[config.mk]
export PLATFORM = sky130hd
export DESIGN_NAME = ppr_ctrl
export DESIGN_NICKNAME = d
export VERILOG_FILES = /design/src/rtl/ppr_push_engine_top_assert.svh /design/src/rtl/ppr_pkg.sv /design/src/rtl/ppr_ctrl.sv
export SDC_FILE = /design/constraint.sdc
export NUM_CORES = 1
export LEC_CHECK = 0
export BUFFER_PORTS_ARGS = -buffer_cell sky130_fd_sc_hd__clkbuf_2
export CAP_MARGIN = 25
export CORE_MARGIN = 5
export CORE_UTILIZATION = 40
export DETAILED_ROUTE_END_ITERATION = 7
export HOLD_SLACK_MARGIN = 0.06
export PLACE_DENSITY = 0.59
export SETUP_SLACK_MARGIN = 0.02
export SYNTH_ARGS = -nofsm -noshare
export SYNTH_HDL_FRONTEND = slang
export SYNTH_SLANG_ARGS = --single-unit
[constraint.sdc]
create_clock -name clk -period 1.8 [get_ports clk]
set_clock_uncertainty 0.05 [all_clocks]
set_input_delay 0.36 -clock clk [delete_from_list [all_inputs] [get_ports clk]]
set_output_delay 0.36 -clock clk [all_outputs]
set_load 0.03 [all_outputs]
[src/rtl/ppr_push_engine_top_assert.svh]
// Assertion macros for the push engine top level.
`ifndef PPR_PUSH_ENGINE_TOP_ASSERT_SVH
`define PPR_PUSH_ENGINE_TOP_ASSERT_SVH

// Same-cycle implication, sampled on clk, off while in reset.
`define PPR_ASSERT_IMPL(lbl, ante, cons) \
    lbl: assert property (@(posedge clk) disable iff (!rst_n) (ante) |-> (cons)) \
        else $error("same-cycle check failed");

// Next-cycle implication, sampled on clk, off while in reset.
`define PPR_ASSERT_NEXT(lbl, ante, cons) \
    lbl: assert property (@(posedge clk) disable iff (!rst_n) (ante) |=> (cons)) \
        else $error("next-cycle check failed");

`endif

[src/rtl/ppr_pkg.sv]
// Shared constants, command codes and controller/datapath types of the push engine.
package ppr_pkg;

    localparam int MAX_NODES = 1024;
    localparam int MAX_EDGES = 8192;
    localparam int VAL_W     = 31;
    localparam int NODE_W    = $clog2(MAX_NODES);
    localparam int EDGE_W    = $clog2(MAX_EDGES);
    localparam int OFF_W     = EDGE_W + 1;
    localparam int OFFI_W    = NODE_W + 1;
    localparam int CNT_W     = NODE_W + 1;
    localparam int FILL_W    = NODE_W + 1;
    localparam int THR_W     = VAL_W + OFF_W;
    localparam int STEP_W    = 30;
    localparam int ALPHA_W   = 16;
    localparam int CMD_W     = 3;
    localparam int SLOT_W    = 14;
    localparam int CFG_IDX_W = 2;

    localparam logic [VAL_W-1:0] VALUE_MAX = {VAL_W{1'b1}};

    localparam logic [CMD_W-1:0] CMD_WR_OFF = 3'd0;
    localparam logic [CMD_W-1:0] CMD_WR_NBR = 3'd1;
    localparam logic [CMD_W-1:0] CMD_WR_RES = 3'd2;
    localparam logic [CMD_W-1:0] CMD_RUN    = 3'd3;
    localparam logic [CMD_W-1:0] CMD_READ   = 3'd4;
    localparam logic [CMD_W-1:0] CMD_CLEAR  = 3'd5;

    localparam logic [CFG_IDX_W-1:0] CFG_ALPHA     = 2'd0;
    localparam logic [CFG_IDX_W-1:0] CFG_THRESHOLD = 2'd1;
    localparam logic [CFG_IDX_W-1:0] CFG_MAX_PUSH  = 2'd2;
    localparam logic [CFG_IDX_W-1:0] CFG_NODES     = 2'd3;

    typedef enum logic [4:0] {
        OP_NOP,
        OP_LATCH,
        OP_WRITE,
        OP_READ_ADDR,
        OP_READ_CAP,
        OP_CLR_INIT,
        OP_CLR_STEP,
        OP_RUN_INIT,
        OP_SCAN_SEL,
        OP_DEG_A,
        OP_DEG_B,
        OP_DEG_C,
        OP_DEG_M,
        OP_SCAN_TEST,
        OP_POP,
        OP_POP_CAP,
        OP_KEEP,
        OP_GAIN,
        OP_RANK,
        OP_SHARE,
        OP_EDGE_RD,
        OP_EDGE_CAP,
        OP_SPREAD
    } dp_op_t;

    typedef struct packed {
        dp_op_t op;
    } ppr_ctl_t;

    typedef struct packed {
        logic [CMD_W-1:0] cmd;
        logic             cnt_last;
        logic             scan_more;
        logic             pop_ok;
        logic             deg_zero;
        logic             div_done;
        logic             edge_more;
    } ppr_stat_t;

endpackage

[src/rtl/ppr_ctrl.sv]
// Push engine controller: sequences commands, scan, pops and neighbour spreads.
module ppr_ctrl import ppr_pkg::*; (
    input  logic      clk,
    input  logic      rst_n,
    input  logic      start,
    input  ppr_stat_t stat,
    output ppr_ctl_t  ctl,
    output logic      busy,
    output logic      done
);

    typedef enum logic [4:0] {
        S_RST_CLR,
        S_IDLE,
        S_DISPATCH,
        S_READ_CAP,
        S_CLEAR,
        S_SCAN_CHK,
        S_DEG_A,
        S_DEG_B,
        S_DEG_C,
        S_DEG_M,
        S_SCAN_TEST,
        S_POP_CHK,
        S_POP_CAP,
        S_KEEP,
        S_GAIN,
        S_RANK,
        S_DIV_WAIT,
        S_EDGE_CHK,
        S_EDGE_CAP,
        S_SPREAD
    } state_t;

    typedef enum logic [1:0] {
        CTX_SCAN,
        CTX_POP,
        CTX_EDGE
    } ctx_t;

    state_t state_reg, state_next;
    ctx_t   ctx_reg, ctx_next;
    logic   done_reg, done_next;
    dp_op_t op;

    always_comb
    begin
        state_next = state_reg;
        ctx_next   = ctx_reg;
        done_next  = 1'b0;
        op         = OP_NOP;
        unique case (state_reg)
            S_RST_CLR:
            begin
                op = OP_CLR_STEP;
                if (stat.cnt_last)
                    state_next = S_IDLE;
            end
            S_IDLE:
            begin
                if (start)
                begin
                    op         = OP_LATCH;
                    state_next = S_DISPATCH;
                end
            end
            S_DISPATCH:
            begin
                unique case (stat.cmd)
                    CMD_WR_OFF, CMD_WR_NBR, CMD_WR_RES:
                    begin
                        op         = OP_WRITE;
                        state_next = S_IDLE;
                        done_next  = 1'b1;
                    end
                    CMD_RUN:
                    begin
                        op         = OP_RUN_INIT;
                        state_next = S_SCAN_CHK;
                    end
                    CMD_READ:
                    begin
                        op         = OP_READ_ADDR;
                        state_next = S_READ_CAP;
                    end
                    CMD_CLEAR:
                    begin
                        op         = OP_CLR_INIT;
                        state_next = S_CLEAR;
                    end
                    default:
                    begin
                        state_next = S_IDLE;
                        done_next  = 1'b1;
                    end
                endcase
            end
            S_READ_CAP:
            begin
                op         = OP_READ_CAP;
                state_next = S_IDLE;
                done_next  = 1'b1;
            end
            S_CLEAR:
            begin
                op = OP_CLR_STEP;
                if (stat.cnt_last)
                begin
                    state_next = S_IDLE;
                    done_next  = 1'b1;
                end
            end
            S_SCAN_CHK:
            begin
                if (stat.scan_more)
                begin
                    op         = OP_SCAN_SEL;
                    ctx_next   = CTX_SCAN;
                    state_next = S_DEG_A;
                end
                else
                    state_next = S_POP_CHK;
            end
            S_DEG_A:
            begin
                op         = OP_DEG_A;
                state_next = S_DEG_B;
            end
            S_DEG_B:
            begin
                op         = OP_DEG_B;
                state_next = S_DEG_C;
            end
            S_DEG_C:
            begin
                op         = OP_DEG_C;
                state_next = S_DEG_M;
            end
            S_DEG_M:
            begin
                op = OP_DEG_M;
                unique case (ctx_reg)
                    CTX_SCAN: state_next = S_SCAN_TEST;
                    CTX_POP:  state_next = S_KEEP;
                    default:  state_next = S_SPREAD;
                endcase
            end
            S_SCAN_TEST:
            begin
                op         = OP_SCAN_TEST;
                state_next = S_SCAN_CHK;
            end
            S_POP_CHK:
            begin
                if (stat.pop_ok)
                begin
                    op         = OP_POP;
                    state_next = S_POP_CAP;
                end
                else
                begin
                    state_next = S_IDLE;
                    done_next  = 1'b1;
                end
            end
            S_POP_CAP:
            begin
                op         = OP_POP_CAP;
                ctx_next   = CTX_POP;
                state_next = S_DEG_A;
            end
            S_KEEP:
            begin
                op         = OP_KEEP;
                state_next = S_GAIN;
            end
            S_GAIN:
            begin
                op         = OP_GAIN;
                state_next = S_RANK;
            end
            S_RANK:
            begin
                op         = OP_RANK;
                state_next = stat.deg_zero ? S_POP_CHK : S_DIV_WAIT;
            end
            S_DIV_WAIT:
            begin
                if (stat.div_done)
                begin
                    op         = OP_SHARE;
                    state_next = S_EDGE_CHK;
                end
            end
            S_EDGE_CHK:
            begin
                if (stat.edge_more)
                begin
                    op         = OP_EDGE_RD;
                    state_next = S_EDGE_CAP;
                end
                else
                    state_next = S_POP_CHK;
            end
            S_EDGE_CAP:
            begin
                op         = OP_EDGE_CAP;
                ctx_next   = CTX_EDGE;
                state_next = S_DEG_A;
            end
            S_SPREAD:
            begin
                op         = OP_SPREAD;
                state_next = S_EDGE_CHK;
            end
            default:
            begin
                state_next = S_IDLE;
            end
        endcase
    end

    always_ff @(posedge clk or negedge rst_n)
    begin
        if (!rst_n)
        begin
            state_reg <= S_RST_CLR;
            ctx_reg   <= CTX_SCAN;
            done_reg  <= 1'b0;
        end
        else
        begin
            state_reg <= state_next;
            ctx_reg   <= ctx_next;
            done_reg  <= done_next;
        end
    end

    assign ctl.op = op;
    assign busy   = state_reg != S_IDLE;
    assign done   = done_reg;

endmodule

==> impl_metrics.tcl, run 1 <==
set metrics [dict create \
    synth_cells 145 \
    yosys.area.top_type "dfrtp_1" \
    gp_congestion 0.992 \
    ys.flop_type "dfrtp_1" \
    rsz0062_at_grt "true" \
    outcome "finished, violations left" \
    grt_pass1_vias 1505 \
    worst-slew-pin-transition_ns 0.463 \
    clkTransAtPathRegs_ns 0.05 \
    yosys.area_share.simple_pct 28.0 \
    drc 0 \
    cts_buffers 3 \
    antenna_cells 0 \
    placed_area_um2 1420 \
    route.met3.wl_um 333 \
    synth_nets 157 \
    finalCritPeriodShare_pct 116 \
    ys_seq_area_share_pct 20.5 \
    vias_per_cell 6.05 \
    ir_drop_mv 1.27 \
    slowest_delay_ns 0.45 \
    setup_slack_ns -0.285 \
    wl_met1_um 1610 \
    synthXorXnorAreaFrac_pct 0.895 \
    critPathCaptureType "primary output" \
    synth_common_cells "20 x o21ai_0, 17 x nor2_1, 14 x a21oi_1" \
    vias 1482 \
    cp_max_fo 7 \
    drive_above_1_share_pct 52.6 \
    yosys.cell_types.count 42 \
    h-tree-depth 1 \
    antenna_found_initial 0 \
    max-clock-path-buffers 2 \
    drt_first_pass_iters 4 \
    finalInstanceArea_um2 1700 \
    ant_nets 0 \
    die_x_um 59.5 \
    p_leak_nw 0.786 \
    portBuffers 18 \
    whs_ns 0.437 \
    largest_register_ffs 5 \
    root_buffer "clkbuf_4" \
    grt_usage_pct 25.4 \
    async_flop_share_pct 100 \
    highest_layer "met4" \
    final-hold-violation-count 0 \
    die_h_um 59.5 \
    hp-class "input port to asynchronous set/reset pin" \
    synth_top_family_by_area "compound AO/OA/AOI/OAI gates" \
    start_util_pct 40.6 \
    syn_area_um2 978 \
    critical_path_class "flip-flop to primary output" \
    postSynthAreaPerCell_um2 6.75 \
    critPathLaunchType "flip-flop" \
    slowest_stage "dfrtp_2" \
    dieArea_um2 3540 \
    io_pins 19 \
    max-slew-margin-rel_pct 69.0 \
    drv_slew 0 \
    yosysTopAreaCellShare_pct 20.5 \
    synth_edf_count 0 \
    synth_compound_area_share_pct 41.6 \
    violations "setup timing" \
    ys_top_cells_by_area "dfrtp_1 20%, o21ai_0 10%, a21oi_1 7.2%, nor2_1 6.5%, a22oi_1 4.6%" \
    clk_latency_ns 0.26 \
    synth_fa_ha_area_share_pct 0 \
    core-area_um2 2410 \
    arrival_ns 1.68 \
    grt-ovfl-total 0 \
    rows 18 \
    setup_viol 6 \
    post-dp-hpwl_um 3000 \
    syn_to_final_growth_pct 74.2 \
    drtIter0Drc 84 \
    power_density_nw_per_um2 1760 \
    muxShareOfSynthArea_pct 0 \
    met2_length_um 2080 \
    crit_chain "buf_6 -> nor2_4 -> o21ai_1 -> a21oi_1 -> nor2_1 -> o21ai_1 -> buf_4" \
    maxCapViolations 0 \
    cpMostUsedCell "o21ai_1" \
    place_ws_ns -0.158 \
    grt_max_degree 13 \
    avgRoutedWirePerCell_um 17.1 \
    min_period_ns 2.09 \
    cp.required_ns 1.39 \
    wl_um 4180 \
    synth_warnings 0 \
    synth_seq_cells 8 \
    cts_sinks 8 \
    max_freq_ghz 0.480 \
    synth.most_common_cell "o21ai_0" \
    grt_pass1_wl_um 6720 \
    nets 229 \
    cts_tree "done" \
]
## critical path: cells and delay by family, from the launching register on
family / cells / cell delay [ns]
AOI/OAI and AO/OA: 3 / 0.36
DFF: 1 / 0.45
and+or+nand+nor: 2 / 0.28
buffers and inverters: 2 / 0.32
## power breakdown
group / leakage, nW / total [mW] / switching (mW) / internal (mW)
logic: 0.676 / 2.50 / 1.22 / 1.27
clock network: 0.0138 / 0.138 / 0.0619 / 0.0763
registers: 0.0965 / 0.355 / 0.0972 / 0.258
## path summary, 6_finish.rpt
check	slack (ns)	start	to	cells after the start
hold reg to reg	0.55	ctx_reg[1]	state_reg[4]	2
hold / removal	0.44	rst_n	done	2
setup / recovery	-0.29	state_reg[0]	ctl[1]	7
min in group clk	0.44	stat[2]	state_reg[4]	4
setup reg to reg	0	state_reg[0]	state_reg[0]	6
max in group asynchronous	1.05	rst_n	state_reg[3]	2
## cell type report
type,instances,area (um^2)
Inverter,8,30.0
Fill cell,185,706
Multi-Input combinational cell,119,807
Sequential cell,8,205
Tap cell,30,37.5
Timing Repair Buffer,77,602
Clock buffer,3,22.5
## routing by layer
metal | vias to the layer above | global-route usage, %
met3 | 20 | 6.32
li1 | 686 | -
met5 | - | 0
met2 | 82 | 42.6
met4 | 0 | 11.7
met1 | 694 | 30.1
## kinds of logic after synthesis
group | Yosys count
AOI/OAI and AO/OA | 63
and+or+nand+nor | 55
buffers and inverters | 18
DFF | 8
xor gates and xnor gates | 1
## timing repair
action / 4_1_cts / 5_1_grt
setup endpoints to repair: 8 / 8
gates cloned: 1 / 0
setup buffers: 11 / 0
endpoints found under the hold margin: 8 / 0
hold buffers: 1 / 0
resized for setup: 40 / 16
pin swaps: 10 / 8
## placed cells by master (no fill, tap or decap), types with 3 or more instances in the layout
| cell | netlist | routed |
|---|---|---|
| a21oi_1 | 14 | 11 |
| a22oi_1 | 6 | 3 |
| a22oi_2 | 0 | 3 |
| and3_1 | 3 | 3 |
| buf_4 | 0 | 54 |
| buf_6 | 2 | 5 |
| clkbuf_2 | 0 | 12 |
| clkbuf_4 | 0 | 3 |
| clkbuf_8 | 0 | 4 |
| dfrtp_1 | 8 | 4 |
| dfrtp_2 | 0 | 4 |
| inv_1 | 7 | 4 |
| inv_2 | 1 | 4 |
| nand2_1 | 12 | 10 |
| nand3_1 | 4 | 4 |
| nor2_1 | 17 | 12 |
| nor2_2 | 1 | 4 |
| nor2b_1 | 6 | 4 |
| o21ai_0 | 20 | 14 |
| o21ai_1 | 0 | 5 |
| o22ai_1 | 4 | 3 |
## per-stage QoR
step	power [mW]	utilization, %	instances	setup TNS [ns]
after detailed placement	2.24	58.7	229	-0.489
after CTS	2.82	68.7	245	-1.07
after floorplan	1.42	-	145	-0.0324
final	2.99	70.7	245	-1.22
after global placement	2.23	58.7	229	-0.355
after global routing	3.18	70.7	245	-1.68
Power figures use the tool's default switching activity.
==> run 2: changes to the inputs <==
Settings changed: SETUP_SLACK_MARGIN 0.02 to 0.3.
==> run 2 against run 1 <==
The run still ends with setup timing left. Sequential cell count is the same. Sequential share of layout area shrank 0.82 points. Global-route usage shrank 0.75 points. Cell count shrank 1.2%.
==> impl_metrics.tcl, run 2 (synthesis gave the netlist of run 1 again) <==
set metrics [dict create \
    outcome "finished, violations left" \
    violations "setup timing" \
    min_period_ns 2.08 \
    portBuffers 18 \
    r2r-end "state_reg[0]" \
    rows 18 \
    maxCapViolations 0 \
    largest_register_ffs 5 \
    clk_latency_ns 0.26 \
    reg2reg_from "state_reg[0]" \
    drc 0 \
    drt_first_pass_iters 4 \
    path_delay_family "buffers and inverters" \
    critPathCaptureType "primary output" \
    finalInstanceArea_um2 1820 \
    drive_above_1_share_pct 56.6 \
    core-area_um2 2410 \
    vias 1465 \
    critical_path_depth 6 \
    crit_path_end "ctl[3]" \
    dieArea_um2 3540 \
    start_util_pct 40.6 \
    layout_common_cells "41 x buf_4, 13 x o21ai_1, 13 x nor2_1" \
    vias_per_cell 6.05 \
    critical_path_class "flip-flop to primary output" \
    wl_um 4240 \
    final_common_cell "buf_4" \
    power_density_nw_per_um2 1810 \
    max_freq_ghz 0.481 \
    die_x_um 59.5 \
    die_h_um 59.5 \
    critPathLaunch "state_reg[0]" \
    setup_slack_ns -0.279 \
    grt_pass1_wl_um 6710 \
    cp_max_fo 7 \
    highest_layer "met4" \
    ir_drop_mv 1.35 \
    root_buffer "clkbuf_4" \
    p_leak_nw 0.807 \
    setup_viol 7 \
    hp-class "input port to asynchronous set/reset pin" \
    reg2regPathDepth 7 \
    cts_buffers 3 \
    drv_slew 0 \
    rsz0062_at_grt "true" \
    avgRoutedWirePerCell_um 17.5 \
    fin_util_pct 75.4 \
    finalCritPeriodShare_pct 115 \
    final_cells 242 \
    nets 225 \
    dp.cells 224 \
    critPathLaunchType "flip-flop" \
    cts_tree "done" \
    wl_met1_um 1730 \
    worst-slew-pin-transition_ns 0.279 \
    slowest_stage "dfrtp_2" \
    r2r_setup_slack_ns -0.07 \
    grt_max_degree 15 \
    route.met3.wl_um 300 \
    max-slew-margin-rel_pct 81.4 \
    grt_usage_pct 24.6 \
    grt_pass1_vias 1496 \
    slowest_delay_ns 0.48 \
    arrival_ns 1.67 \
    gp_congestion 0.971 \
    final-hold-violation-count 0 \
    antenna_found_initial 0 \
    ant_nets 0 \
    io_pins 19 \
    placed_area_um2 1430 \
    whs_ns 0.427 \
    cp.required_ns 1.39 \
    crit_chain "buf_12 -> nor2_4 -> buf_4 -> o221ai_2 -> a21oi_4 -> clkbuf_8" \
    path_buf_inv 3 \
    met2_length_um 2150 \
    cts_sinks 8 \
    grt-ovfl-total 0 \
    antenna_cells 0 \
    syn_to_final_growth_pct 85.7 \
    fillers 164 \
    max-clock-path-buffers 2 \
    clkTransAtPathRegs_ns 0.06 \
    post-dp-hpwl_um 2870 \
    h-tree-depth 1 \
    drtIter0Drc 112 \
]
run 2: power breakdown:
group | switching, mW | internal [mW]
registers | 0.101 | 0.256
clock network | 0.0647 | 0.0850
logic | 1.35 | 1.43
total | 1.51 | 1.77
run 2: layout make-up:
cell class	count	area, um^2	area share (%)
clock buffer	4	26.3	1.45
timing repair buffer	73	623	34.3
sequential	8	204	11.2
tap	30	37.5	2.07
inverter	8	32.5	1.79
multi-input combinational	119	893	49.2
run 2: how the worst min path moves through the flow:
stage / cells past startpoint / slack [ns] / to / startpoint
after floorplan: 0 / 0.01 / ctx_reg[0] / rst_n
after CTS: 2 / 0.43 / done / rst_n
after detailed placement: 1 / 0.16 / done / rst_n
final: 2 / 0.43 / ctx_reg[0] / rst_n
after global routing: 2 / 0.45 / ctx_reg[0] / rst_n
after global placement: 1 / 0.16 / done / rst_n
run 2: per-stage QoR:
step	total power [mW]	TNS [ns]	setup WS [ns]
6_report	3.28	-1.51	-0.279
5_1_grt	3.48	-2.00	-0.375
4_1_cts	3.00	-1.39	-0.259
3_5_place_dp	2.31	-0.420	-0.145
3_3_place_gp	2.30	-0.406	-0.207
2_1_floorplan	1.60	0	0.126
run 2: layer usage:
layer  up-vias  track usage, %
met5         -               0
met4         0            6.80
met3         8            5.01
met2        73            44.3
met1       708            29.2
li1        676               -
run 2: worst reg2reg max path, delay by kind of cell, from the launching register on:
kind / cells / cell delay [ns]
simple gates: 1 / 0.22
flops: 1 / 0.48
buf+inv: 3 / 0.35
compound gates: 3 / 0.65
run 2: what timing repair did:
item / 4_1_cts / 5_1_grt
endpoints found under the hold margin: 8 / 0
gates resized for setup: 44 / 35
endpoints found under the setup margin: 14 / 14
buffers inserted: 11 / 2
gates cloned: 0 / 0
pin swaps: 11 / 14
hold buffers: 1 / 0
==> run 3: changes to the inputs <==
Settings changed: ABC_AREA set to 1, PLACE_DENSITY 0.59 to 0.6.
Clock period 1.8 ns to 2.3 ns, I/O delays scaled along.
==> run 3 against run 2 <==
The flow now finishes without violations. Via count decreased by 6.9%. Sequential power down 13%. Clock power shrank 33%. Critical path depth up 2. Setup slack gained 0.39 ns. Hold slack improved by 0.020 ns. Critical path type unchanged. Largest power group unchanged. Highest routed layer unchanged.
==> impl_metrics.tcl, run 3 <==
set metrics [dict create \
    outcome "finished clean" \
    crit_chain "nor2_4 -> nand2_1 -> inv_2 -> nand2_1 -> nand4_1 -> nor2_1 -> nand3_1 -> clkbuf_8" \
    hold_path_depth 2 \
    synth_common_cells "39 x nand2_1, 26 x nand3_1, 23 x nor2_1" \
    tns_ns 0 \
    critical_path_class "flip-flop to primary output" \
    vias_per_cell 5.88 \
    async_flop_share_pct 100 \
    yosysTopAreaCellShare_pct 22.3 \
    final_common_cell "nand2_1" \
    rsz0062_at_grt "true" \
    core-area_um2 2170 \
    setup_slack_ns 0.114 \
    ant_nets 0 \
    seqCellArea_um2 206 \
    final-hold-violation-count 0 \
    setup_viol 0 \
    yosys.area.top_type "dfrtp_1" \
    p_comb_share_pct 79.2 \
    arrival_ns 1.68 \
    seqPwrFrac_pct 15.7 \
    ys_top_cells_by_area "dfrtp_1 22%, nand2_1 16%, nand3_1 14%, nor2_1 9.6%, inv_1 7.9%" \
    nets 218 \
    max-clock-path-buffers 2 \
    h-tree-depth 1 \
    drive_above_1_share_pct 43.6 \
    vias 1364 \
    p_clk_share_pct 5.0 \
    multi_input_comb_area_um2 694 \
    p_leak_nw 0.792 \
    postSynthAreaPerCell_um2 5.76 \
    maxCapViolations 0 \
    max_freq_ghz 0.457 \
    root_buffer "clkbuf_4" \
    drtIter0Drc 97 \
    antenna_found_initial 0 \
    synth_edf_count 0 \
    slowest_stage "dfrtp_2" \
    critPathLaunchType "flip-flop" \
    wl_um 3920 \
    grt-ovfl-total 0 \
    gp_congestion 0.947 \
    grt_usage_pct 19.0 \
    dieArea_um2 3290 \
    portBuffers 18 \
    die_x_um 57.4 \
    max-slew-margin-rel_pct 77.4 \
    drv_slew 0 \
    cp_max_fo 6 \
    r2r_setup_slack_ns 0.66 \
    cts_buffers 3 \
    hp-class "input port to flip-flop" \
    synth_cells 156 \
    hold_start "stat[2]" \
    finalCritPeriodShare_pct 95.0 \
    avgRoutedWirePerCell_um 16.9 \
    clkTransAtPathRegs_ns 0.05 \
    die_h_um 57.4 \
    grt_max_degree 10 \
    switching_power_mw 1.08 \
    largest_register_ffs 5 \
    drc 0 \
    slowest_delay_ns 0.46 \
    cpMostUsedCell "nand2_1" \
    synth_seq_cells 8 \
    reg2regPathDepth 10 \
    syn_to_final_growth_pct 56.3 \
    power_switching_share_pct 54.3 \
    io_pins 19 \
    cts_tree "done" \
    critPathLaunch "state_reg[3]" \
    hold_path_end "state_reg[4]" \
    ys_seq_area_share_pct 22.3 \
    power.internal_mw 0.907 \
    place_ws_ns 0.247 \
    post-dp-hpwl_um 2390 \
    synth_warnings 0 \
    placed_area_um2 1030 \
    ir_drop_mv 0.956 \
    cp.required_ns 1.79 \
    grt_pass1_wl_um 4910 \
    critPathCaptureType "primary output" \
    grt_pass1_vias 1171 \
    power_density_nw_per_um2 1410 \
    rows 17 \
    synth_nets 168 \
    reg2reg_from "state_reg[4]" \
    min_period_ns 2.19 \
    synth.most_common_cell "nand2_1" \
    layout_common_cells "34 x nand2_1, 26 x buf_4, 25 x nand3_1" \
    drt_first_pass_iters 5 \
    worst-slew-pin-transition_ns 0.336 \
    clk_latency_ns 0.25 \
    fillers 200 \
    cts_sinks 8 \
    antenna_cells 0 \
    r2r-end "state_reg[1]" \
    ys.flop_type "dfrtp_1" \
    syn_area_um2 898 \
    start_util_pct 41.4 \
    yosys.cell_types.count 21 \
    finalInstanceArea_um2 1400 \
]
run 3: cell count changes after synthesis, moves of 6 or more:
cell,before,now
nand2_1,12,39
nand3_1,4,26
a21oi_1,14,2
inv_1,7,19
o21ai_0,20,8
a22oi_1,6,0
nor2_1,17,23
nor2b_1,6,0
run 3: repair_timing:
| item | in CTS | in global routing |
|---|---|---|
| pin swaps | 9 | 13 |
| hold endpoints to repair | 8 | 0 |
| setup endpoints to repair | 5 | 5 |
| gates resized for setup | 37 | 12 |
| hold buffers | 1 | 0 |
| buffers inserted | 13 | 12 |
run 3: metrics by stage:
step | utilization [%] | power (mW) | hold WS [ns] | cells
floorplan | - | 1.04 | 0.114 | 156
global placement | 47.3 | 1.36 | 0.258 | 203
detailed placement | 47.3 | 1.33 | 0.261 | 203
CTS | 58.8 | 1.74 | 0.434 | 220
global route | 64.7 | 2.11 | 0.459 | 232
finish | 64.7 | 1.98 | 0.447 | 232
run 3: cell families (layout without fill, tap and decap cells):
family / Yosys count / in the layout / share of synthesized area (%)
AND/OR/NAND/NOR: 111 / 111 / 59.2
AO/OA/AOI/OAI: 12 / 12 / 7.24
buffers and inverters: 25 / 73 / 11.3
flip-flops: 8 / 8 / 22.3
run 3: final cells by class:
cell class | instances | area share (%)
multi-input cells | 123 | 49.5
repair buffers | 46 | 25.0
flip-flops and latches | 8 | 14.7
inverters | 24 | 6.77
well taps | 28 | 2.50
clock buffers | 3 | 1.60
run 3: routing by layer:
| metal | up-vias | wire, um | GRT usage [%] |
|---|---|---|---|
| met5 | - | 0 | 0 |
| met4 | 0 | 249 | 13.9 |
| met3 | 39 | 421 | 4.98 |
| met2 | 112 | 1870 | 30.5 |
| met1 | 602 | 1370 | 21.5 |
| li1 | 611 | - | - |
run 3: how the worst max path moves through the flow:
stage          endpoint  slack [ns]  cells past startpoint
4_1_cts          ctl[3]        0.19                      8
3_3_place_gp     ctl[3]        0.23                      8
6_report         ctl[0]        0.11                      8
5_1_grt          ctl[0]        0.05                     10
3_5_place_dp     ctl[3]        0.25                      8
2_1_floorplan    ctl[1]        0.43                      6
run 3: worst max-delay path, delay by kind of cell, from the launching register on:
kind / cells / cell delay (ns)
AND/OR/NAND/NOR: 6 / 0.68
buffers and inverters: 2 / 0.27
flip-flops: 1 / 0.46
run 3: power by group through the flow:
| stage | sequential [mW] | combinational, mW | clock (mW) |
|---|---|---|---|
| 2_1_floorplan | 0.278 | 0.766 | 0 |
| 3_3_place_gp | 0.278 | 1.08 | 0 |
| 3_5_place_dp | 0.281 | 1.05 | 0 |
| 4_1_cts | 0.298 | 1.34 | 0.106 |
| 5_1_grt | 0.316 | 1.67 | 0.115 |
| 6_report | 0.312 | 1.57 | 0.0999 |
